<file path="src/hdl/assert_macros.svh">
// Concurrent assertion helpers; empty when SYNTHESIS is defined.
`ifndef ASSERT_MACROS_SVH
`define ASSERT_MACROS_SVH

`ifndef SYNTHESIS

`define MKE_ASSERT(lbl, clk, rst_n, prop) \
	lbl: assert property (@(posedge clk) disable iff (!rst_n) (prop)) \
		else $error("assertion failed");

`define MKE_ASSERT_IMP(lbl, clk, rst_n, ante, cons) \
	lbl: assert property (@(posedge clk) disable iff (!rst_n) (ante) |-> (cons)) \
		else $error("assertion failed");

`define MKE_ASSERT_NEXT(lbl, clk, rst_n, ante, cons) \
	lbl: assert property (@(posedge clk) disable iff (!rst_n) (ante) |=> (cons)) \
		else $error("assertion failed");

`else

`define MKE_ASSERT(lbl, clk, rst_n, prop)
`define MKE_ASSERT_IMP(lbl, clk, rst_n, ante, cons)
`define MKE_ASSERT_NEXT(lbl, clk, rst_n, ante, cons)

`endif

`endif

</file>
<file path="src/hdl/mke_pkg.sv">
`default_nettype none

package mke_pkg;

	localparam int CHAR_W     = 8;
	localparam int DUR_W      = 8;
	localparam int CFG_IDX_W  = 3;
	localparam int CFG_DATA_W = 8;
	localparam int SYM_MAX    = 6;
	localparam int SYM_CNT_W  = 3;
	localparam int STEP_W     = 3;

	// register indexes
	localparam logic [CFG_IDX_W-1:0] REG_DOT_ON     = 3'd0;
	localparam logic [CFG_IDX_W-1:0] REG_DASH_ON    = 3'd1;
	localparam logic [CFG_IDX_W-1:0] REG_ELEM_GAP   = 3'd2;
	localparam logic [CFG_IDX_W-1:0] REG_WORD_SPACE = 3'd3;
	localparam logic [CFG_IDX_W-1:0] REG_LETTER_GAP = 3'd4;

	localparam logic [DUR_W-1:0] RST_DOT_ON     = 8'd6;
	localparam logic [DUR_W-1:0] RST_DASH_ON    = 8'd18;
	localparam logic [DUR_W-1:0] RST_ELEM_GAP   = 8'd6;
	localparam logic [DUR_W-1:0] RST_WORD_SPACE = 8'd16;
	localparam logic [DUR_W-1:0] RST_LETTER_GAP = 8'd24;

	localparam logic [CHAR_W-1:0] CHAR_SPACE = 8'h20;

	typedef logic [STEP_W-1:0] step_t;

	// microprogram addresses
	localparam step_t ST_WAIT       = 3'd0;
	localparam step_t ST_TEST_ELEM  = 3'd1;
	localparam step_t ST_ON         = 3'd2;
	localparam step_t ST_GAP        = 3'd3;
	localparam step_t ST_TEST_SPACE = 3'd4;
	localparam step_t ST_SPACE      = 3'd5;
	localparam step_t ST_LETTER     = 3'd6;

	typedef struct packed {
		logic [DUR_W-1:0] dot_on;
		logic [DUR_W-1:0] dash_on;
		logic [DUR_W-1:0] elem_gap;
		logic [DUR_W-1:0] word_space;
		logic [DUR_W-1:0] letter_gap;
	} cfg_t;

	// symbol pattern, first element in the top bit, 1 = dah
	typedef struct packed {
		logic [SYM_CNT_W-1:0] len;
		logic [SYM_MAX-1:0]   bits;
	} sym_t;

	typedef enum logic [1:0] {
		DUR_ON     = 2'd0,
		DUR_GAP    = 2'd1,
		DUR_WORD   = 2'd2,
		DUR_LETTER = 2'd3
	} dur_sel_t;

	typedef enum logic [2:0] {
		COND_ALWAYS = 3'd0,
		COND_ACCEPT = 3'd1,
		COND_ELEM   = 3'd2,
		COND_MORE   = 3'd3,
		COND_SPACE  = 3'd4
	} cond_t;

	typedef struct packed {
		logic     load;
		logic     emit;
		logic     key;
		logic     last;
		dur_sel_t dur_sel;
		logic     shift;
		cond_t    cond;
		step_t    jump;
		step_t    nxt;
	} ctl_t;

	typedef struct packed {
		logic in_valid;
		logic elem_left;
		logic more_elem;
		logic is_space;
		logic out_free;
	} stat_t;

	// control store: branch to jump when cond holds, else to nxt
	function automatic ctl_t useq_rom(step_t s);
		ctl_t w;
		w.load    = 1'b0;
		w.emit    = 1'b0;
		w.key     = 1'b0;
		w.last    = 1'b0;
		w.dur_sel = DUR_GAP;
		w.shift   = 1'b0;
		w.cond    = COND_ALWAYS;
		w.jump    = ST_WAIT;
		w.nxt     = ST_WAIT;
		unique case (s)
			ST_WAIT: begin
				w.load = 1'b1;
				w.cond = COND_ACCEPT;
				w.jump = ST_TEST_ELEM;
				w.nxt  = ST_WAIT;
			end
			ST_TEST_ELEM: begin
				w.cond = COND_ELEM;
				w.jump = ST_ON;
				w.nxt  = ST_TEST_SPACE;
			end
			ST_ON: begin
				w.emit    = 1'b1;
				w.key     = 1'b1;
				w.dur_sel = DUR_ON;
				w.jump    = ST_GAP;
			end
			ST_GAP: begin
				w.emit    = 1'b1;
				w.dur_sel = DUR_GAP;
				w.shift   = 1'b1;
				w.cond    = COND_MORE;
				w.jump    = ST_ON;
				w.nxt     = ST_TEST_SPACE;
			end
			ST_TEST_SPACE: begin
				w.cond = COND_SPACE;
				w.jump = ST_SPACE;
				w.nxt  = ST_LETTER;
			end
			ST_SPACE: begin
				w.emit    = 1'b1;
				w.dur_sel = DUR_WORD;
				w.jump    = ST_LETTER;
			end
			ST_LETTER: begin
				w.emit    = 1'b1;
				w.last    = 1'b1;
				w.dur_sel = DUR_LETTER;
				w.jump    = ST_WAIT;
			end
			default: begin
				w.jump = ST_WAIT;
			end
		endcase
		return w;
	endfunction

	function automatic sym_t sym_lookup(logic [CHAR_W-1:0] ch);
		sym_t s;
		s.len  = 3'd0;
		s.bits = 6'b000000;
		unique case (ch)
			8'h41: s = '{3'd2, 6'b010000}; // A .-
			8'h42: s = '{3'd4, 6'b100000}; // B -...
			8'h43: s = '{3'd4, 6'b101000}; // C -.-.
			8'h44: s = '{3'd3, 6'b100000}; // D -..
			8'h45: s = '{3'd1, 6'b000000}; // E .
			8'h46: s = '{3'd4, 6'b001000}; // F ..-.
			8'h47: s = '{3'd3, 6'b110000}; // G --.
			8'h48: s = '{3'd4, 6'b000000}; // H ....
			8'h49: s = '{3'd2, 6'b000000}; // I ..
			8'h4A: s = '{3'd4, 6'b011100}; // J .---
			8'h4B: s = '{3'd3, 6'b101000}; // K -.-
			8'h4C: s = '{3'd4, 6'b010000}; // L .-..
			8'h4D: s = '{3'd2, 6'b110000}; // M --
			8'h4E: s = '{3'd2, 6'b100000}; // N -.
			8'h4F: s = '{3'd3, 6'b111000}; // O ---
			8'h50: s = '{3'd4, 6'b011000}; // P .--.
			8'h51: s = '{3'd4, 6'b110100}; // Q --.-
			8'h52: s = '{3'd3, 6'b010000}; // R .-.
			8'h53: s = '{3'd3, 6'b000000}; // S ...
			8'h54: s = '{3'd1, 6'b100000}; // T -
			8'h55: s = '{3'd3, 6'b001000}; // U ..-
			8'h56: s = '{3'd4, 6'b000100}; // V ...-
			8'h57: s = '{3'd3, 6'b011000}; // W .--
			8'h58: s = '{3'd4, 6'b100100}; // X -..-
			8'h59: s = '{3'd4, 6'b101100}; // Y -.--
			8'h5A: s = '{3'd4, 6'b110000}; // Z --..
			8'h30: s = '{3'd5, 6'b111110}; // 0
			8'h31: s = '{3'd5, 6'b011110}; // 1
			8'h32: s = '{3'd5, 6'b001110}; // 2
			8'h33: s = '{3'd5, 6'b000110}; // 3
			8'h34: s = '{3'd5, 6'b000010}; // 4
			8'h35: s = '{3'd5, 6'b000000}; // 5
			8'h36: s = '{3'd5, 6'b100000}; // 6
			8'h37: s = '{3'd5, 6'b110000}; // 7
			8'h38: s = '{3'd5, 6'b111000}; // 8
			8'h39: s = '{3'd5, 6'b111100}; // 9
			8'h2E: s = '{3'd6, 6'b010101}; // period .-.-.-
			default: s = '{3'd0, 6'b000000};
		endcase
		return s;
	endfunction

endpackage

`default_nettype wire

</file>
<file path="src/hdl/mke_channels_if.sv">
`default_nettype none

interface mke_char_if;
	logic                          valid;
	logic                          ready;
	logic [mke_pkg::CHAR_W-1:0]    char_code;

	modport source (output valid, output char_code, input ready);
	modport sink   (input valid, input char_code, output ready);
endinterface

interface mke_seg_if;
	logic                          valid;
	logic                          ready;
	logic                          key_down;
	logic [mke_pkg::DUR_W-1:0]     duration_ticks;
	logic                          last_of_char;

	modport source (output valid, output key_down, output duration_ticks,
		output last_of_char, input ready);
	modport sink   (input valid, input key_down, input duration_ticks,
		input last_of_char, output ready);
endinterface

interface mke_cfg_if;
	logic                            valid;
	logic                            ready;
	logic [mke_pkg::CFG_IDX_W-1:0]   reg_index;
	logic [mke_pkg::CFG_DATA_W-1:0]  wdata;

	modport source (output valid, output reg_index, output wdata, input ready);
	modport sink   (input valid, input reg_index, input wdata, output ready);
endinterface

`default_nettype wire

</file>
<file path="src/hdl/morse_keying_encoder_unit.sv">
// After a character is accepted, the element-test step leads to the first key-down step,
// whose beat is registered for the output; a space or a code without elements goes via the
// space-test step instead. A new character is accepted only back in the wait step, after
// the letter gap beat of the previous one; the sequencer takes one microprogram step per
// cycle unless a stalled output beat holds it on its emitting step.
// Reset: step counter to the wait step, output register empty, timing registers
// to 6/18/6/16/24 ticks.
`default_nettype none

`include "assert_macros.svh"

module morse_keying_encoder_unit (
	input  wire logic  clk,
	input  wire logic  arst_n,
	mke_char_if.sink   chars,
	mke_seg_if.source  segs,
	mke_cfg_if.sink    cfg
);

	mke_pkg::cfg_t  regs;
	mke_pkg::ctl_t  ctl;
	mke_pkg::stat_t stat;
	logic           go;

	mke_cfg_regs u_cfg_regs (
		.clk    (clk),
		.arst_n (arst_n),
		.cfg    (cfg),
		.regs   (regs)
	);

	mke_useq u_useq (
		.clk    (clk),
		.arst_n (arst_n),
		.stat   (stat),
		.ctl    (ctl),
		.go     (go)
	);

	mke_datapath u_datapath (
		.clk    (clk),
		.arst_n (arst_n),
		.chars  (chars),
		.segs   (segs),
		.regs   (regs),
		.ctl    (ctl),
		.go     (go),
		.stat   (stat)
	);

	// after a character beat the sequencer leaves the wait step
	`MKE_ASSERT_NEXT(a_leave_wait, clk, arst_n, chars.valid && chars.ready, !ctl.load)
	// a key-down segment needs a pending element
	`MKE_ASSERT_IMP(a_on_has_elem, clk, arst_n, go && ctl.emit && ctl.key, stat.elem_left)
	// the element count never underflows on a gap step
	`MKE_ASSERT_IMP(a_gap_has_elem, clk, arst_n, go && ctl.shift, stat.elem_left)

endmodule

`default_nettype wire

</file>
<file path="src/hdl/mke_cfg_regs.sv">
`default_nettype none

module mke_cfg_regs (
	input  wire logic      clk,
	input  wire logic      arst_n,
	mke_cfg_if.sink        cfg,
	output mke_pkg::cfg_t  regs
);

	mke_pkg::cfg_t regs_q;

	assign cfg.ready = 1'b1;
	assign regs      = regs_q;

	always_ff @(posedge clk or negedge arst_n) begin
		if (!arst_n) begin
			regs_q.dot_on     <= mke_pkg::RST_DOT_ON;
			regs_q.dash_on    <= mke_pkg::RST_DASH_ON;
			regs_q.elem_gap   <= mke_pkg::RST_ELEM_GAP;
			regs_q.word_space <= mke_pkg::RST_WORD_SPACE;
			regs_q.letter_gap <= mke_pkg::RST_LETTER_GAP;
		end else if (cfg.valid) begin
			unique case (cfg.reg_index)
				mke_pkg::REG_DOT_ON:     regs_q.dot_on     <= cfg.wdata;
				mke_pkg::REG_DASH_ON:    regs_q.dash_on    <= cfg.wdata;
				mke_pkg::REG_ELEM_GAP:   regs_q.elem_gap   <= cfg.wdata;
				mke_pkg::REG_WORD_SPACE: regs_q.word_space <= cfg.wdata;
				mke_pkg::REG_LETTER_GAP: regs_q.letter_gap <= cfg.wdata;
				default: ; // unmapped index, write dropped
			endcase
		end
	end

endmodule

`default_nettype wire

</file>
<file path="src/hdl/mke_useq.sv">
`default_nettype none

module mke_useq (
	input  wire logic       clk,
	input  wire logic       arst_n,
	input  mke_pkg::stat_t  stat,
	output mke_pkg::ctl_t   ctl,
	output logic            go
);

	mke_pkg::step_t step_q;
	logic           cond_true;

	assign ctl = mke_pkg::useq_rom(step_q);

	always_comb begin
		unique case (ctl.cond)
			mke_pkg::COND_ALWAYS: cond_true = 1'b1;
			mke_pkg::COND_ACCEPT: cond_true = stat.in_valid;
			mke_pkg::COND_ELEM:   cond_true = stat.elem_left;
			mke_pkg::COND_MORE:   cond_true = stat.more_elem;
			mke_pkg::COND_SPACE:  cond_true = stat.is_space;
			default:              cond_true = 1'b1;
		endcase
	end

	// an emitting step holds until the output register can take the beat
	assign go = !(ctl.emit && !stat.out_free);

	always_ff @(posedge clk or negedge arst_n) begin
		if (!arst_n) begin
			step_q <= mke_pkg::ST_WAIT;
		end else if (go) begin
			step_q <= cond_true ? ctl.jump : ctl.nxt;
		end
	end

endmodule

`default_nettype wire

</file>
<file path="src/hdl/mke_datapath.sv">
`default_nettype none

module mke_datapath (
	input  wire logic       clk,
	input  wire logic       arst_n,
	mke_char_if.sink        chars,
	mke_seg_if.source       segs,
	input  mke_pkg::cfg_t   regs,
	input  mke_pkg::ctl_t   ctl,
	input  wire logic       go,
	output mke_pkg::stat_t  stat
);

	logic [mke_pkg::SYM_MAX-1:0]   pat_q;
	logic [mke_pkg::SYM_CNT_W-1:0] cnt_q;
	logic                          space_q;
	logic                          out_valid_q;
	logic                          key_q;
	logic [mke_pkg::DUR_W-1:0]     dur_q;
	logic                          last_q;

	mke_pkg::sym_t                 sym;
	logic [mke_pkg::DUR_W-1:0]     dur_sel;
	logic                          accept;
	logic                          out_free;

	assign sym      = mke_pkg::sym_lookup(chars.char_code);
	assign accept   = ctl.load && chars.valid;
	assign out_free = !out_valid_q || segs.ready;

	assign chars.ready = ctl.load;

	always_comb begin
		unique case (ctl.dur_sel)
			mke_pkg::DUR_ON:     dur_sel = pat_q[mke_pkg::SYM_MAX-1] ? regs.dash_on
				: regs.dot_on;
			mke_pkg::DUR_GAP:    dur_sel = regs.elem_gap;
			mke_pkg::DUR_WORD:   dur_sel = regs.word_space;
			mke_pkg::DUR_LETTER: dur_sel = regs.letter_gap;
			default:             dur_sel = regs.letter_gap;
		endcase
	end

	always_comb begin
		stat.in_valid  = chars.valid;
		stat.elem_left = (cnt_q != '0);
		stat.more_elem = (cnt_q > 3'd1);
		stat.is_space  = space_q;
		stat.out_free  = out_free;
	end

	// element shifter and count
	always_ff @(posedge clk) begin
		if (accept) begin
			pat_q   <= sym.bits;
			cnt_q   <= sym.len;
			space_q <= (chars.char_code == mke_pkg::CHAR_SPACE);
		end else if (go && ctl.shift) begin
			pat_q <= {pat_q[mke_pkg::SYM_MAX-2:0], 1'b0};
			cnt_q <= cnt_q - 3'd1;
		end
	end

	always_ff @(posedge clk or negedge arst_n) begin
		if (!arst_n) begin
			out_valid_q <= 1'b0;
		end else if (go && ctl.emit) begin
			out_valid_q <= 1'b1;
		end else if (segs.ready) begin
			out_valid_q <= 1'b0;
		end
	end

	always_ff @(posedge clk) begin
		if (go && ctl.emit) begin
			key_q  <= ctl.key;
			dur_q  <= dur_sel;
			last_q <= ctl.last;
		end
	end

	assign segs.valid          = out_valid_q;
	assign segs.key_down       = key_q;
	assign segs.duration_ticks = dur_q;
	assign segs.last_of_char   = last_q;

endmodule

`default_nettype wire
</file>
<file path="src/flat_wrapper.sv">
// flat-port wrapper written by rule: the top's interface ports become plain ports
module morse_keying_encoder_unit_flat 
  (clk, arst_n, chars_valid, chars_char_code, chars_ready, segs_valid, segs_key_down, segs_duration_ticks, segs_last_of_char, segs_ready, cfg_valid, cfg_reg_index, cfg_wdata, cfg_ready);
  mke_char_if chars_i ();
  mke_seg_if segs_i ();
  mke_cfg_if cfg_i ();
  input  wire logic clk;
  input  wire logic arst_n;
  input wire logic [$bits(chars_i.valid)-1:0] chars_valid;
  input wire logic [$bits(chars_i.char_code)-1:0] chars_char_code;
  output wire logic [$bits(chars_i.ready)-1:0] chars_ready;
  output wire logic [$bits(segs_i.valid)-1:0] segs_valid;
  output wire logic [$bits(segs_i.key_down)-1:0] segs_key_down;
  output wire logic [$bits(segs_i.duration_ticks)-1:0] segs_duration_ticks;
  output wire logic [$bits(segs_i.last_of_char)-1:0] segs_last_of_char;
  input wire logic [$bits(segs_i.ready)-1:0] segs_ready;
  input wire logic [$bits(cfg_i.valid)-1:0] cfg_valid;
  input wire logic [$bits(cfg_i.reg_index)-1:0] cfg_reg_index;
  input wire logic [$bits(cfg_i.wdata)-1:0] cfg_wdata;
  output wire logic [$bits(cfg_i.ready)-1:0] cfg_ready;
  assign chars_i.valid = chars_valid;
  assign chars_i.char_code = chars_char_code;
  assign chars_ready = chars_i.ready;
  assign segs_valid = segs_i.valid;
  assign segs_key_down = segs_i.key_down;
  assign segs_duration_ticks = segs_i.duration_ticks;
  assign segs_last_of_char = segs_i.last_of_char;
  assign segs_i.ready = segs_ready;
  assign cfg_i.valid = cfg_valid;
  assign cfg_i.reg_index = cfg_reg_index;
  assign cfg_i.wdata = cfg_wdata;
  assign cfg_ready = cfg_i.ready;
  morse_keying_encoder_unit u_core (.clk(clk), .arst_n(arst_n), .chars(chars_i), .segs(segs_i), .cfg(cfg_i));
endmodule
</file>
<file path="config.mk">
export PLATFORM = sky130hd
export DESIGN_NAME = morse_keying_encoder_unit_flat
export DESIGN_NICKNAME = d
export VERILOG_FILES = /design/src/hdl/mke_pkg.sv /design/src/hdl/mke_channels_if.sv /design/src/hdl/morse_keying_encoder_unit.sv /design/src/hdl/mke_cfg_regs.sv /design/src/hdl/mke_useq.sv /design/src/hdl/mke_datapath.sv /design/src/flat_wrapper.sv
export VERILOG_INCLUDE_DIRS = /design/src /design/src/hdl
export SDC_FILE = /design/constraint.sdc
export NUM_CORES = 1
export LEC_CHECK = 0
export ABC_AREA = 1
export ABC_CLOCK_PERIOD_IN_PS = 1950
export BUFFER_PORTS_ARGS = -buffer_cell sky130_fd_sc_hd__clkbuf_2
export CORE_MARGIN = 1.5
export CORE_UTILIZATION = 40
export DETAILED_ROUTE_END_ITERATION = 16
export GPL_ROUTABILITY_DRIVEN = 1
export SLEW_MARGIN = 30
export SYNTH_ARGS = -nofsm -noshare
export SYNTH_HDL_FRONTEND = slang
export SYNTH_SLANG_ARGS = --single-unit
</file>
<file path="constraint.sdc">
create_clock -name clk -period 1.95 [get_ports clk]
set_input_delay 0.195 -clock clk [delete_from_list [all_inputs] [get_ports clk]]
set_output_delay 0.195 -clock clk [all_outputs]
set_load 0.03 [all_outputs]
</file>
# Word level (Yosys, flattened, before mapping)
# Memory sizes are Yosys's and may differ from the RTL's.
# Index checks and enable logic that the tools add are counted.
# classes
bitwise	0
n_mux	20
n_eq_ne	18
addsub	1
multipliers	0
reduce_logical	21
order_cmp	1
div	0
n_shift	0
# ops
operator	count
$pmux 8 s4	1
$eq 3x2->1 const B	6
$eq 3x3->1 const B	5
$pmux 3 s5	1
$mux 6	2
$pmux 3 s4	1
$reduce_and 2->1	5
$eq 3x1->1 const B	3
$mux 3	3
$mux 9	1
$eq 8x6->1 const B	1
$mux 8	1
$mux 1	7
$logic_not 3->1	2
$pmux 2 s3	1
$pmux 3 s2	1
$eq 2x2->1 const B	2
$logic_and 1x1->1	4
$pmux 1 s4	1
$reduce_bool 2->1	2
$reduce_or 4->1	1
$gt 3x1->1 const B	1
$logic_not 1->1	3
$reduce_bool 3->1	1
other kinds (5)	5
# totals
memories	1
ramBits	0
latch_bits	0
regBits	64
word_cells	75
in_bits	24
mem_bits_ro	1152
# mem_list
name	depth	word_bits	read_ports	rd_ports_with_merged_regs	write_ports	line_no	text
(no name shown)	128	9	1	0	0	mke_pkg.sv:153	unique case (ch)

# Depth between registers and ports, before layout
# Gate-level depths: netlist (run 1).
# logic_depth
ltp_word	8
depth_mapped	11
ltp_nobuf	11

# By module
# Synthesis (run 1) repeated with hierarchy kept, for this count alone.
# hier_totals
cells_unflattened	485
hier_area_um2	3782.4
# by_module_without_submodules
module	area_per_inst_um2	seq_area_each_um2	cells_each	n_inst
mke_datapath	1751.7	625.6	242	1
mke_cfg_regs	1680.4	1012.2	184	1
mke_useq	350.3	75.1	59	1

# Worst setup path after synthesis (run 1)
# No wires, ideal clock.
# synth_timing
path_kind	register to register
startpoint	reg u_core.u_useq.step_q[2]
endpoint	reg u_core.u_datapath.cnt_q[0] (netlist bit), enable pin
required_time_ns	1.563
stages_incl_launch_ff	5
arrival_ns	1.413
slack_ns	0.150
n_path_buf	1
period_less_slack_ns	1.800
setup_ns	0.387
cell_sequence	dfrtp_1 buf_2 nor2_1 inv_2 o21ai_0
# synth_between
elab_chain_len	7
word_cells_on_any_way	14
# synth_rtl
element	line_no	text
from (decl)	mke_useq.sv:11	mke_pkg::step_t step_q;
from (signal assigned)	mke_useq.sv:32	step_q <= mke_pkg::ST_WAIT;
from (signal assigned)	mke_useq.sv:34	step_q <= cond_true ? ctl.jump : ctl.nxt;
$eq 3x3->1 / $eq 3x2->1 (equally long branches)	mke_pkg.sv:100	unique case (s)
$reduce_or 4->1 (no line)	-	
$mux 1	mke_pkg.sv:100	
$logic_and 1x1->1	mke_useq.sv:28	assign go = !(ctl.emit && !stat.out_free);
$logic_not 1->1	mke_useq.sv:28	
$logic_and 1x1->1	mke_datapath.sv:58	end else if (go && ctl.shift) begin
$reduce_bool 2->1 (no line) (*)	-	
to (signal assigned)	mke_datapath.sv:56	cnt_q <= sym.len;
to (signal assigned)	mke_datapath.sv:60	cnt_q <= cnt_q - 3'd1;
to (decl)	mke_datapath.sv:15	logic [mke_pkg::SYM_CNT_W-1:0] cnt_q;
# Mark *: on every way between the ends. The rest lies on a longest branch, timed or not.
# A chain may end at the register's enable or synchronous reset.

# Final worst setup path (run 1)
# layout_timing
startpoint	reg u_core.u_useq.step_q[1]
endpoint	reg u_core.u_datapath.cnt_q[1] (netlist bit) (data pin)
# layout_between
elab_chain_len	4
# layout_rtl
element	line_no	text
$logic_not 3->1	mke_pkg.sv:100	
$mux 1	mke_pkg.sv:100	
$logic_and 1x1->1	mke_datapath.sv:28	assign accept = ctl.load && chars.valid;
$mux 3	mke_datapath.sv:54	if (accept) begin
# No other way between the ends.

==> results of run 1 <==
[through the flow]
stage	total power [mW]	hold WS, ns
after global routing	5.49	0.171
after detailed placement	3.92	0.202
after global placement	3.89	0.207
final	5.14	0.161
after floorplan	3.42	-0.101
after CTS	5.18	0.164
[synth_stat cells, drive strengths merged]
cell,n,area share (%)
o21bai,1,0.22
a32oi,1,0.25
a21oi,12,2.2
nor4,1,0.18
nand2,147,16
o21ai,60,8.6
mux2,3,0.97
ha,9,3.2
dfrtp,35,25
clkbuf,5,0.54
nor3,2,0.43
conb,1,0.11
or2,1,0.18
clkinv,1,0.11
inv,47,5.1
nand3b,1,0.22
nand4,10,1.8
mux2i,1,0.29
o211ai,5,1.1
nor2,26,3.4
buf,10,2.0
o41ai,1,0.47
nand3,21,3.2
o31ai,1,0.22
edfxtp,20,17
dfstp,9,6.8
[power by group through the flow]
stage / clock [mW] / sequential (mW) / combinational [mW]
6_report: 1.25 / 2.14 / 1.76
5_1_grt: 1.33 / 2.19 / 1.97
4_1_cts: 1.27 / 2.14 / 1.77
3_5_place_dp: 0 / 2.16 / 1.76
3_3_place_gp: 0 / 2.15 / 1.74
2_1_floorplan: 0 / 2.34 / 1.09
[worst max-delay path by stage]
stage	to	slack (ns)	cells past startpoint
6_report	u_core.u_datapath.cnt_q[1]$_DFFE_PP_	0.22	6
5_1_grt	u_core.u_datapath.cnt_q[1]$_DFFE_PP_	0.10	6
4_1_cts	u_core.u_datapath.cnt_q[1]$_DFFE_PP_	0.23	6
3_5_place_dp	u_core.u_datapath.cnt_q[1]$_DFFE_PP_	0.27	6
3_3_place_gp	u_core.u_datapath.segs.duration_ticks[1]$_DFFE_PP_	0.35	7
2_1_floorplan	u_core.u_datapath.cnt_q[0]$_DFFE_PP_	0.15	4
[worst max-delay path, delay by kind of cell, from the launching register on]
family           cells  cell delay [ns]
AO/OA/AOI/OAI        2             0.25
flip-flops           1             0.45
AND/OR/NAND/NOR      4             0.87
[logic make-up after synthesis]
logic type / after synthesis / share of synthesized area (%)
AOI/OAI and AO/OA: 81 / 13.0
adders and majority gates: 9 / 3.24
buffers and inverters: 63 / 7.70
DFF: 64 / 49.3
muxes: 4 / 1.26
other: 1 / 0.108
and+or+nand+nor: 209 / 25.4
[flip-flops by register name (all words and copies together), names as in the netlist]
name and cells:
u_core.u_cfg_regs.regs 40, u_core.u_datapath.segs.duration_ticks 8, u_core.u_datapath.pat_q 6, u_core.u_datapath.cnt_q 3, u_core.u_useq.step_q 3, u_core.u_datapath.segs.key_down 1
u_core.u_datapath.segs.last_of_char 1, u_core.u_datapath.segs.valid 1, u_core.u_datapath.space_q 1
[per-layer routing]
metal  GRT usage [%]  vias up  wire, um
met5               0        -         0
met3            3.16        8       310
met4            5.51        0        88
met2            24.8       71      3290
met1            26.6     1342      3870
li1                -     1477         -
[final cells by class]
| cell class | instances | area share, % |
|---|---|---|
| Sequential cell | 64 | 43.3 |
| Multi-Input combinational cell | 304 | 37.8 |
| Timing Repair Buffer | 39 | 5.56 |
| Inverter | 48 | 4.55 |
| Tap cell | 105 | 3.32 |
| Clock buffer | 9 | 3.13 |
| Clock inverter | 7 | 2.40 |
==> reports/qor.csv, run 1 <==
stage;metric;value;unit
clocking;clk sinks;64;
worst_hold_path;worst hold start;cfg_wdata[1];
pwr;Psw;1.94;mW
worst_setup_path;FF-to-FF End;u_core.u_datapath.cnt_q[1]$_DFFE_PP_;
floorplan;die width;96.2;um
clocking;CTS tree;built;
layout;Finished Layout Cells;576;
pwr;Logic pwr share;34.1;%
grt;global-route wire length before repair;12300;um
worst_setup_path;Worst Path Required;2.12;ns
floorplan;Rows;33;
layout;Non-Filler Cell Area, Final;0.00396;sq mm
layout;share of cells above drive strength 1;19.5;%
flow_run;max-cap violations;0;
routing;routed vias/inst;5.03;
logic_synthesis;synth unique cells;38;
clocking;clock root cell;clkbuf_8;
floorplan;boundary pin count;37;
routing;Remaining DRCs;0;
layout;Antenna Cells;0;
pwr;clock network power share;24.3;%
worst_setup_path;Max Fanout on Critical Path;12;
logic_synthesis;Syn Nets;464;
grt;vias in the first global route;2552;
floorplan;Initial Utilization;41.9;%
worst_setup_path;WP data arrival;1.91;ns
grt;Total Routing Usage GR;17.5;%
placed_design;port bufs;35;
layout;Reg area;0.00171;sq mm
worst_setup_path;critical setup path kind;reg -> reg;
worst_hold_path;worst hold path type;in -> reg;
layout;Finished Core Util;47.7;%
grt;initial antenna violation count;0;
clocking;# hold bufs at CTS;1;
clocking;Clk Latency, worst-skew pair;0.33;ns
sta;count of final setup violators;0;
layout;area grow syn2layout;13.9;%
layout;commonest non-fill, non-tap cell in the layout;nand2_1;
sta;Tcrit/Tclk final;88.9;%
pwr;Internal Power;3.20;mW
worst_hold_path;hold path depth;3;
routing;routed wire length;7570;um
sta;final hold vios;0;
pwr;sw frac;37.8;%
clocking;CTS Buf Count;9;
logic_synthesis;Yosys reg bits;64;
placed_design;DP HPWL;5530;um
grt;largest net degree at the start of global routing;26;
worst_hold_path;Hold Path Sink;u_core.u_cfg_regs.regs[25]$_DFFE_PN1P_;
placed_design;Cell Area, Placed;0.00373;sq mm
routing;DRT antenna net count;0;
clocking;Setup Fix Bufs, Post-CTS;0;
sta;Slew HR;61.7;%
layout;multi-input combinational cell area;0.00150;sq mm
run_status;status;finished, final reports clean;
sta;Final Max Tran Viols;0;
sta;setup TNS;0;ns
worst_setup_path;Worst R2R Path Depth;6;
routing;Iteration-0 DRC Markers;227;
grt;gr ovfl total;0;
clocking;Worst-path clk slew;0.07;ns
worst_setup_path;crit path launch;u_core.u_useq.step_q[1]$_DFFE_PN0N_;
logic_synthesis;post-synthesis instance total;431;
worst_setup_path;Critical-path top delay cell;dfrtp_1;
sta;clk_skew;0.00701;ns
placed_design;Cells after DPL;559;
floorplan;core outline area;0.00830;sq mm
worst_setup_path;slowest stage delay, CP;0.45;ns
pwr;Flop pwr share;41.6;%
worst_setup_path;launching point of the worst reg2reg path;u_core.u_useq.step_q[1]$_DFFE_PN0N_;
pwr;Max VDD drop;0.464;mV
worst_setup_path;CP Cell Sequence;nor2_2 -> nand3_2 -> nor2_4 -> nand2_1 -> o21ai_1 -> o21bai_1;
sta;Final min period;1.73;ns
layout;nets;499;
placed_design;routability cong.;0.862;
routing;via count;2898;
floorplan;Die ar.;0.00926;sq mm
logic_synthesis;sequential fraction of the synthesis area;49.3;%
worst_setup_path;Worst R2R Setup Slack;0.22;ns
layout;commonest cells after routing, fill and taps aside;nand2_1 (145), o21ai_0 (55), clkbuf_2 (35), dfrtp_1 (35), inv_1 (34);
sta;slack of the critical path;0.217;ns
routing;Routed wire per std cell;13.1;um
layout;fillers;823;
floorplan;die height;96.2;um
clocking;H-tree depth;3;
logic_synthesis;Ys Warns;0;
sta;RSZ-0062 raised after global routing;false;
pwr;P per Cell Area;1300;mW/mm^2
clocking;# resized after CTS;0;
worst_setup_path;startpoint types;flip-flop;
sta;slew at the pin closest to its max-slew limit;0.572;ns
worst_setup_path;crit path capture type;flip-flop;
pwr;Lkg Pwr;1.89;nW
routing;First-pass DRT Iterations;5;
logic_synthesis;synthesized cell area;0.00348;sq mm
placed_design;worst slack at placement;0.274;ns
sta;Max Fclk;0.577;GHz
logic_synthesis;syn avg cell area;8.06;sq um
clocking;clk buf depth;2;
Power figures use the tool's default switching activity.
==> run 2: changes to the inputs <==
--- a/config.mk
+++ b/config.mk
@@ -9,6 +9,7 @@
 export ABC_AREA = 1
 export ABC_CLOCK_PERIOD_IN_PS = 1950
 export BUFFER_PORTS_ARGS = -buffer_cell sky130_fd_sc_hd__clkbuf_2
+export CORE_ASPECT_RATIO = 0.8
 export CORE_MARGIN = 1.5
 export CORE_UTILIZATION = 40
 export DETAILED_ROUTE_END_ITERATION = 16
==> run 2 against run 1 <==
Compared with the run above:
- total power decreased by 4.3%
- flip-flop and latch count did not move
- core utilization fell by 1.2 points
- via count shrank 1.0%
- routed wire length rose by 0.86%
- first-iteration DRC count is 33% lower
- non-clock buffer count increased by 2
- combinational power about the same
- global-route usage shrank 0.15 points
- critical path depth decreased by 2
- clock skew up 0.0042 ns
- critical path type unchanged
- critical endpoint is now u_core.u_datapath.pat_q[1]$_DFFE_PP_
==> reports/qor.csv, run 2 (synthesized netlist as in run 1, its figures left out) <==
stage;metric;value;unit;change
worst_setup_path;CP Cell Sequence;nor2_2 -> nand3_2 -> o21ai_0 -> buf_4;;
worst_setup_path;crit path capture type;flip-flop;;
routing;Iteration-0 DRC Markers;151;;-33%
floorplan;Die ar.;0.00926;sq mm;about the same
clocking;H-tree depth;3;;unchanged
pwr;total power;4.92;mW;-4.3%
worst_setup_path;critical setup path kind;reg -> reg;;
sta;Final Max Tran Viols;0;;unchanged
grt;initial antenna violation count;0;;unchanged
sta;slew at the pin closest to its max-slew limit;0.592;ns;+0.0197 ns
floorplan;Rows;30;;-9.1%
layout;area grow syn2layout;12.9;%;
pwr;Max VDD drop;0.555;mV;+20%
floorplan;boundary pin count;37;;unchanged
placed_design;port bufs;35;;unchanged
worst_setup_path;slowest stage delay, CP;0.45;ns;about the same
pwr;Psw;1.97;mW;+1.2%
pwr;Lkg Pwr;1.87;nW;-1.0%
grt;largest net degree at the start of global routing;45;;+73%
sta;count of final setup violators;0;;unchanged
routing;Remaining DRCs;0;;unchanged
pwr;sw frac;39.9;%;+2.2 points
run_status;status;finished, final reports clean;;
grt;Total Routing Usage GR;17.3;%;-0.15 points
worst_setup_path;crit path buf inv count;1;;+1
grt;vias in the first global route;2469;;-3.3%
clocking;# resized after CTS;0;;unchanged
grt;gr ovfl total;0;;unchanged
worst_setup_path;cell family with most CP delay;simple AND/OR/NAND/NOR gates;;
pwr;P per Cell Area;1250;mW/mm^2;-3.5%
placed_design;DP HPWL;5470;um;-1.1%
grt;global-route wire length before repair;12500;um;+1.7%
clocking;Setup Fix Bufs, Post-CTS;0;;unchanged
sta;setup TNS;0;ns;unchanged
clocking;clk sinks;64;;unchanged
layout;share of cells above drive strength 1;19.9;%;+0.34 points
worst_setup_path;startpoint types;flip-flop;;
routing;Routed wire per std cell;13.0;um;-0.69%
pwr;Flop pwr share;43.5;%;+1.9 points
worst_setup_path;Max Fanout on Critical Path;12;;unchanged
worst_hold_path;worst hold path type;in -> reg;;
clocking;CTS tree;built;;
layout;commonest non-fill, non-tap cell in the layout;nand2_1;;
routing;routed vias/inst;4.90;;-2.6%
layout;Antenna Cells;0;;unchanged
sta;Max Fclk;0.582;GHz;+0.90%
clocking;Clk Latency, worst-skew pair;0.34;ns;about the same
sta;Tcrit/Tclk final;88.1;%;-0.79 points
placed_design;Cell Area, Placed;0.00374;sq mm;+0.30%
sta;RSZ-0062 raised after global routing;false;;
pwr;Logic pwr share;36.3;%;+2.2 points
layout;max reg flops;40;;unchanged
worst_setup_path;Critical-path top delay cell;dfrtp_1;;
sta;clk_skew;0.0112;ns;+0.00418 ns
clocking;clk buf depth;2;;unchanged
routing;routed wire length;7630;um;+0.86%
layout;commonest cells after routing, fill and taps aside;nand2_1 (145), o21ai_0 (55), clkbuf_2 (35), dfrtp_1 (35), inv_1 (34);;
layout;Non-Filler Cell Area, Final;0.00393;sq mm;-0.85%
floorplan;Initial Utilization;41.2;%;-0.73 points
flow_run;max-cap violations;0;;unchanged
sta;Slew HR;60.4;%;-1.3 points
layout;fillers;869;;+5.6%
pwr;clock network power share;20.2;%;-4.1 points
clocking;clock root cell;clkbuf_8;;
floorplan;die width;107;um;+11%
placed_design;routability cong.;0.860;;-0.14%
routing;DRT antenna net count;0;;unchanged
worst_setup_path;Worst Path Required;2.00;ns;-0.12 ns
sta;final hold vios;0;;unchanged
clocking;Worst-path clk slew;0.08;ns;about the same
sta;Final min period;1.72;ns;-0.0155 ns
layout;nets;501;;+0.40%
sta;worst hold slack;0.145;ns;-0.0153 ns
worst_setup_path;WP data arrival;1.77;ns;-0.14 ns
clocking;# hold bufs at CTS;1;;unchanged
floorplan;core outline area;0.00845;sq mm;+1.8%
pwr;Internal Power;2.96;mW;-7.6%
routing;via count;2868;;-1.0%
floorplan;die height;86.4;um;-10%
clocking;CTS Buf Count;9;;unchanged
routing;First-pass DRT Iterations;4;;-1
[run 2: power groups by stage]
stage	Sequential, mW	Combinational [mW]	Clock, mW
finish	2.14	1.79	0.996
global route	2.19	1.98	1.08
CTS	2.14	1.79	1.03
detailed placement	2.17	1.79	0
global placement	2.16	1.77	0
floorplan	2.34	1.09	0
[run 2: layout make-up]
| cell class | count | area, sq um | share of cell area [%] |
|---|---|---|---|
| Clock buffer | 10 | 128 | 3.25 |
| Clock inverter | 6 | 46.3 | 1.18 |
| Inverter | 48 | 180 | 4.59 |
| Multi-Input combinational cell | 304 | 1500 | 38.1 |
| Sequential cell | 64 | 1710 | 43.6 |
| Tap cell | 112 | 140 | 3.57 |
| Timing Repair Buffer | 41 | 223 | 5.67 |
[run 2: worst paths after layout]
check	slack, ns	depth (start not counted)	startpoint	to
min	0.15	3	cfg_wdata[2]	u_core.u_cfg_regs.regs[34]$_DFFE_PN1P_
min in group asynchronous	0.47	3	arst_n	u_core.u_cfg_regs.regs[1]$_DFFE_PN0P_
max reg2reg	0.23	4	u_core.u_useq.step_q[1]$_DFFE_PN0N_	u_core.u_datapath.pat_q[1]$_DFFE_PP_
max in group asynchronous	1.09	3	arst_n	u_core.u_cfg_regs.regs[11]$_DFFE_PN0P_
min reg2reg	0.48	2	u_core.u_cfg_regs.regs[0]$_DFFE_PN0P_	u_core.u_cfg_regs.regs[0]$_DFFE_PN0P_
max	0.23	4	u_core.u_useq.step_q[1]$_DFFE_PN0N_	u_core.u_datapath.pat_q[1]$_DFFE_PP_
[run 2: through the flow]
step	worst slack, ns	instances	util, %
4_1_cts	0.243	585	46.5
2_1_floorplan	0.150	431	-
3_5_place_dp	0.263	568	44.3
6_report	0.232	585	46.5
5_1_grt	0.131	585	46.5
3_3_place_gp	0.339	568	44.3
[run 2: worst reg2reg max path: cells and delay by family, from the launching register on]
family          cells  cell delay (ns)
simple gates        2             0.52
compound gates      1             0.23
flops               1             0.45
buf+inv             1             0.22
[run 2: routing by layer]
metal	part of all wire, %	vias to the layer above	track usage [%]
met2	40	97	23.6
met5	0	-	0
li1	-	1479	-
met1	53	1284	27.1
met4	1.2	0	4.73
met3	6.4	8	4.06
==> run 3: changes to the inputs <==
--- a/config.mk
+++ b/config.mk
@@ -6,7 +6,7 @@
 export SDC_FILE = /design/constraint.sdc
 export NUM_CORES = 1
 export LEC_CHECK = 0
-export ABC_AREA = 1
+export ABC_AREA = 0
 export ABC_CLOCK_PERIOD_IN_PS = 1950
 export BUFFER_PORTS_ARGS = -buffer_cell sky130_fd_sc_hd__clkbuf_2
 export CORE_ASPECT_RATIO = 0.8
==> run 3 against run 2 <==
Compared with the run above:
- synthesized cell count decreased by 27%
- clock skew is 0.0015 ns lower
- worst hold slack worse by 0.0059 ns
- core utilization rose by 3.0 points
- global-route usage up 0.91 points
- non-clock buffer count up 19
- die area increased by 3.3%
- worst setup slack lost 0.15 ns
- sequential power increased by 2%
- critical path depth unchanged
- maximum frequency shrank 7.9%
- sequential share of layout area fell by 3.3 points
- critical endpoint unchanged
==> reports/qor.csv, run 3 <==
stage;metric;value;unit;change
sta;count of final setup violators;0;;unchanged
pwr;total power;5.83;mW;+19%
logic_synthesis;syn avg cell area;11.5;sq um;+42%
clocking;# resized after CTS;0;;unchanged
floorplan;die height;87.8;um;+1.7%
routing;routed wire length;8150;um;+6.7%
clocking;CTS Buf Count;9;;unchanged
pwr;Max VDD drop;0.741;mV;+33%
worst_setup_path;launching point of the worst reg2reg path;u_core.u_useq.step_q[1]$_DFFE_PN0N_;;
sta;final hold vios;0;;unchanged
routing;Routed wire per std cell;16.9;um;+29%
worst_setup_path;Worst R2R Setup Slack;0.08;ns;-0.15 ns
sta;slack of the critical path;0.0847;ns;-0.147 ns
routing;via count;2697;;-6.0%
worst_setup_path;CP dominant cell by count;buf_4;;
layout;Antenna Cells;0;;unchanged
logic_synthesis;synthesized cell area;0.00360;sq mm;+3.5%
logic_synthesis;synth unique cells;63;;+66%
worst_setup_path;cell family with most CP delay;simple AND/OR/NAND/NOR gates;;
sta;Tcrit/Tclk final;95.7;%;+7.6 points
clocking;clk sinks;64;;unchanged
sta;slew at the pin closest to its max-slew limit;0.555;ns;-0.0369 ns
worst_hold_path;hold path depth;2;;-1
logic_synthesis;async set-reset flop share out of synthesis;68.8;%;unchanged
routing;DRT antenna net count;0;;unchanged
worst_setup_path;FF-to-FF End;u_core.u_datapath.pat_q[1]$_DFFE_PP_;;
worst_setup_path;Critical-path top delay cell;or4b_4;;
logic_synthesis;sequential fraction of the synthesis area;47.6;%;-1.6 points
grt;initial antenna violation count;0;;unchanged
logic_synthesis;Ys Warns;0;;unchanged
logic_synthesis;cell taking the most area after synthesis;dfrtp_1;;
sta;Final Max Tran Viols;0;;unchanged
sta;setup TNS;0;ns;unchanged
worst_setup_path;Worst R2R Path Depth;4;;unchanged
routing;First-pass DRT Iterations;4;;unchanged
grt;largest net degree at the start of global routing;45;;unchanged
sta;Slew HR;63.0;%;+2.6 points
floorplan;boundary pin count;37;;unchanged
clocking;Clk Latency, worst-skew pair;0.35;ns;about the same
layout;max reg flops;40;;unchanged
grt;Total Routing Usage GR;18.2;%;+0.91 points
floorplan;Die ar.;0.00957;sq mm;+3.3%
layout;Finished Core Util;49.4;%;+3.0 points
clocking;H-tree depth;3;;unchanged
floorplan;Initial Utilization;41.8;%;+0.68 points
sta;Max Fclk;0.536;GHz;-7.9%
logic_synthesis;Syn Nets;347;;-25%
layout;area grow syn2layout;18.2;%;
floorplan;Rows;30;;unchanged
placed_design;routability cong.;0.878;;+2.1%
clocking;Worst-path clk slew;0.08;ns;about the same
worst_setup_path;crit path capture type;flip-flop;;
clocking;clk buf depth;2;;unchanged
placed_design;port bufs;35;;unchanged
grt;vias in the first global route;2432;;-1.5%
routing;routed vias/inst;5.58;;+14%
worst_hold_path;worst hold start;cfg_wdata[2];;
worst_setup_path;startpoint types;flip-flop;;
logic_synthesis;Yosys reg bits;64;;unchanged
routing;Iteration-0 DRC Markers;181;;+20%
layout;commonest non-fill, non-tap cell in the layout;mux2_2;;
logic_synthesis;Post-synth EDFFs;20;;unchanged
layout;fillers;800;;-7.9%
sta;clk_skew;0.00970;ns;-0.00149 ns
layout;commonest cells after routing, fill and taps aside;mux2_2 (41), clkbuf_2 (35), dfrtp_1 (35);;
logic_synthesis;post-synthesis instance total;314;;-27%
worst_setup_path;slowest stage delay, CP;0.64;ns;+0.19 ns
run_status;status;finished, final reports clean;;
worst_setup_path;critical setup path kind;reg -> reg;;
layout;nets;399;;-20%
flow_run;max-cap violations;0;;unchanged
worst_setup_path;WP data arrival;1.97;ns;+0.20 ns
routing;Remaining DRCs;0;;unchanged
worst_setup_path;Max Fanout on Critical Path;10;;-2
logic_synthesis;top_reg_cell synth;dfrtp_1;;
logic_synthesis;area share of the leading cell type in the synthesized netlist;24.4;%;-0.84 points
pwr;Lkg Pwr;1.77;nW;-5.5%
worst_hold_path;Hold Path Sink;u_core.u_cfg_regs.regs[2]$_DFFE_PN0P_;;
sta;Final min period;1.87;ns;+0.147 ns
pwr;P per Cell Area;1370;mW/mm^2;+9.4%
placed_design;worst slack at placement;0.0778;ns;-0.185 ns
worst_setup_path;Worst Path Required;2.06;ns;+0.06 ns
worst_setup_path;CP Cell Sequence;or4b_4 -> buf_4 -> buf_4 -> a32o_1;;
worst_hold_path;worst hold path type;in -> reg;;
logic_synthesis;most frequent cell after synthesis;mux2_2;;
clocking;CTS tree;built;;
layout;share of cells above drive strength 1;36.9;%;+17 points
logic_synthesis;Area contributors post-synth;dfrtp_1 (24%), edfxtp_1 (17%), mux2_2 (13%);;
worst_setup_path;crit path buf inv count;2;;+1
grt;gr ovfl total;0;;unchanged
grt;global-route wire length before repair;13000;um;+4.0%
floorplan;core outline area;0.00860;sq mm;+1.8%
sta;RSZ-0062 raised after global routing;false;;
placed_design;DP HPWL;5810;um;+6.3%
logic_synthesis;most frequent cells after synthesis;mux2_2 (41), dfrtp_1 (35), edfxtp_1 (20);;
clocking;clock root cell;clkbuf_8;;
sta;worst hold slack;0.139;ns;-0.00591 ns
floorplan;die width;109;um;+1.7%
==> run 3: cell count changes in the layout (fill, tap and decap cells not counted), sizes merged, moves of 8 or more <==
cell | before | now
nand4 | 10 | 2
buf | 5 | 24
and3 | 0 | 8
a221oi | 0 | 8
nand2 | 147 | 17
nand3 | 21 | 3
o21ai | 60 | 11
mux2i | 1 | 11
mux2 | 3 | 41
nor2 | 26 | 15
inv | 47 | 8
nand2b | 0 | 11
a211oi | 0 | 9
==> run 3: how the worst max path moves through the flow <==
| stage | depth (start not counted) | slack (ns) | endpoint | startpoint |
|---|---|---|---|---|
| floorplan | 4 | 0.007 | u_core.u_datapath.segs.duration_ticks[0]$_DFFE_PP_ | u_core.u_useq.step_q[0]$_DFFE_PN0N_ |
| detailed placement | 4 | 0.08 | u_core.u_datapath.cnt_q[1]$_DFFE_PP_ | u_core.u_useq.step_q[1]$_DFFE_PN0N_ |
| CTS | 4 | 0.06 | u_core.u_datapath.cnt_q[1]$_DFFE_PP_ | u_core.u_useq.step_q[1]$_DFFE_PN0N_ |
| global route | 4 | 0.01 | u_core.u_datapath.cnt_q[1]$_DFFE_PP_ | u_core.u_useq.step_q[1]$_DFFE_PN0N_ |
| finish | 4 | 0.08 | u_core.u_datapath.pat_q[1]$_DFFE_PP_ | u_core.u_useq.step_q[1]$_DFFE_PN0N_ |
| global placement | 7 | 0.14 | u_core.u_datapath.cnt_q[2]$_DFFE_PP_ | chars_char_code[0] |
==> run 3: kinds of logic after synthesis <==
family	synth area share, %
buffers and inverters	3.69
adder cells (fa/ha/maj)	3.13
other	0.104
flip-flops	47.6
AND/OR/NAND/NOR	13.8
multiplexers	16.5
AO/OA/AOI/OAI	14.3
XOR/XNOR	0.731
==> run 3: metrics by stage <==
stage / instance area [sq um] / instances
floorplan: 3600 / 314
global placement: 3970 / 463
detailed placement: 3970 / 463
CTS: 4230 / 480
global route: 4250 / 483
finish: 4250 / 483
==> run 3: cell type report <==
class                           count  area, sq um  share of cell area [%]
Clock buffer                        9          124                    2.91
Inverter                           10         37.5                   0.883
Sequential cell                    64         1710                    40.3
Clock inverter                      7          120                    2.83
Tap cell                          112          140                    3.30
Multi-Input combinational cell    221         1750                    41.2
Timing Repair Buffer               60          365                    8.60
==> run 3: per-layer routing <==
metal / share of wire (%) / vias to the layer above / track usage, %
met1: 50 / 1315 / 28.4
met2: 43 / 72 / 24.3
li1: - / 1299 / -
met5: 0 / - / 0
met4: 1.6 / 0 / 6.82
met3: 5.5 / 11 / 3.79
==> run 3: where the power goes <==
group	total, mW	internal (mW)	switching (mW)	leakage (nW)
Combinational	2.25	0.906	1.34	0.942
Clock	1.39	0.850	0.542	0.119
Sequential	2.19	1.98	0.217	0.705
==> run 3: what timing repair did <==
item	4_1_cts	5_1_grt
buffers inserted	0	3
setup endpoints to repair	0	1
endpoints found under the hold margin	35	0
hold buffers	1	0
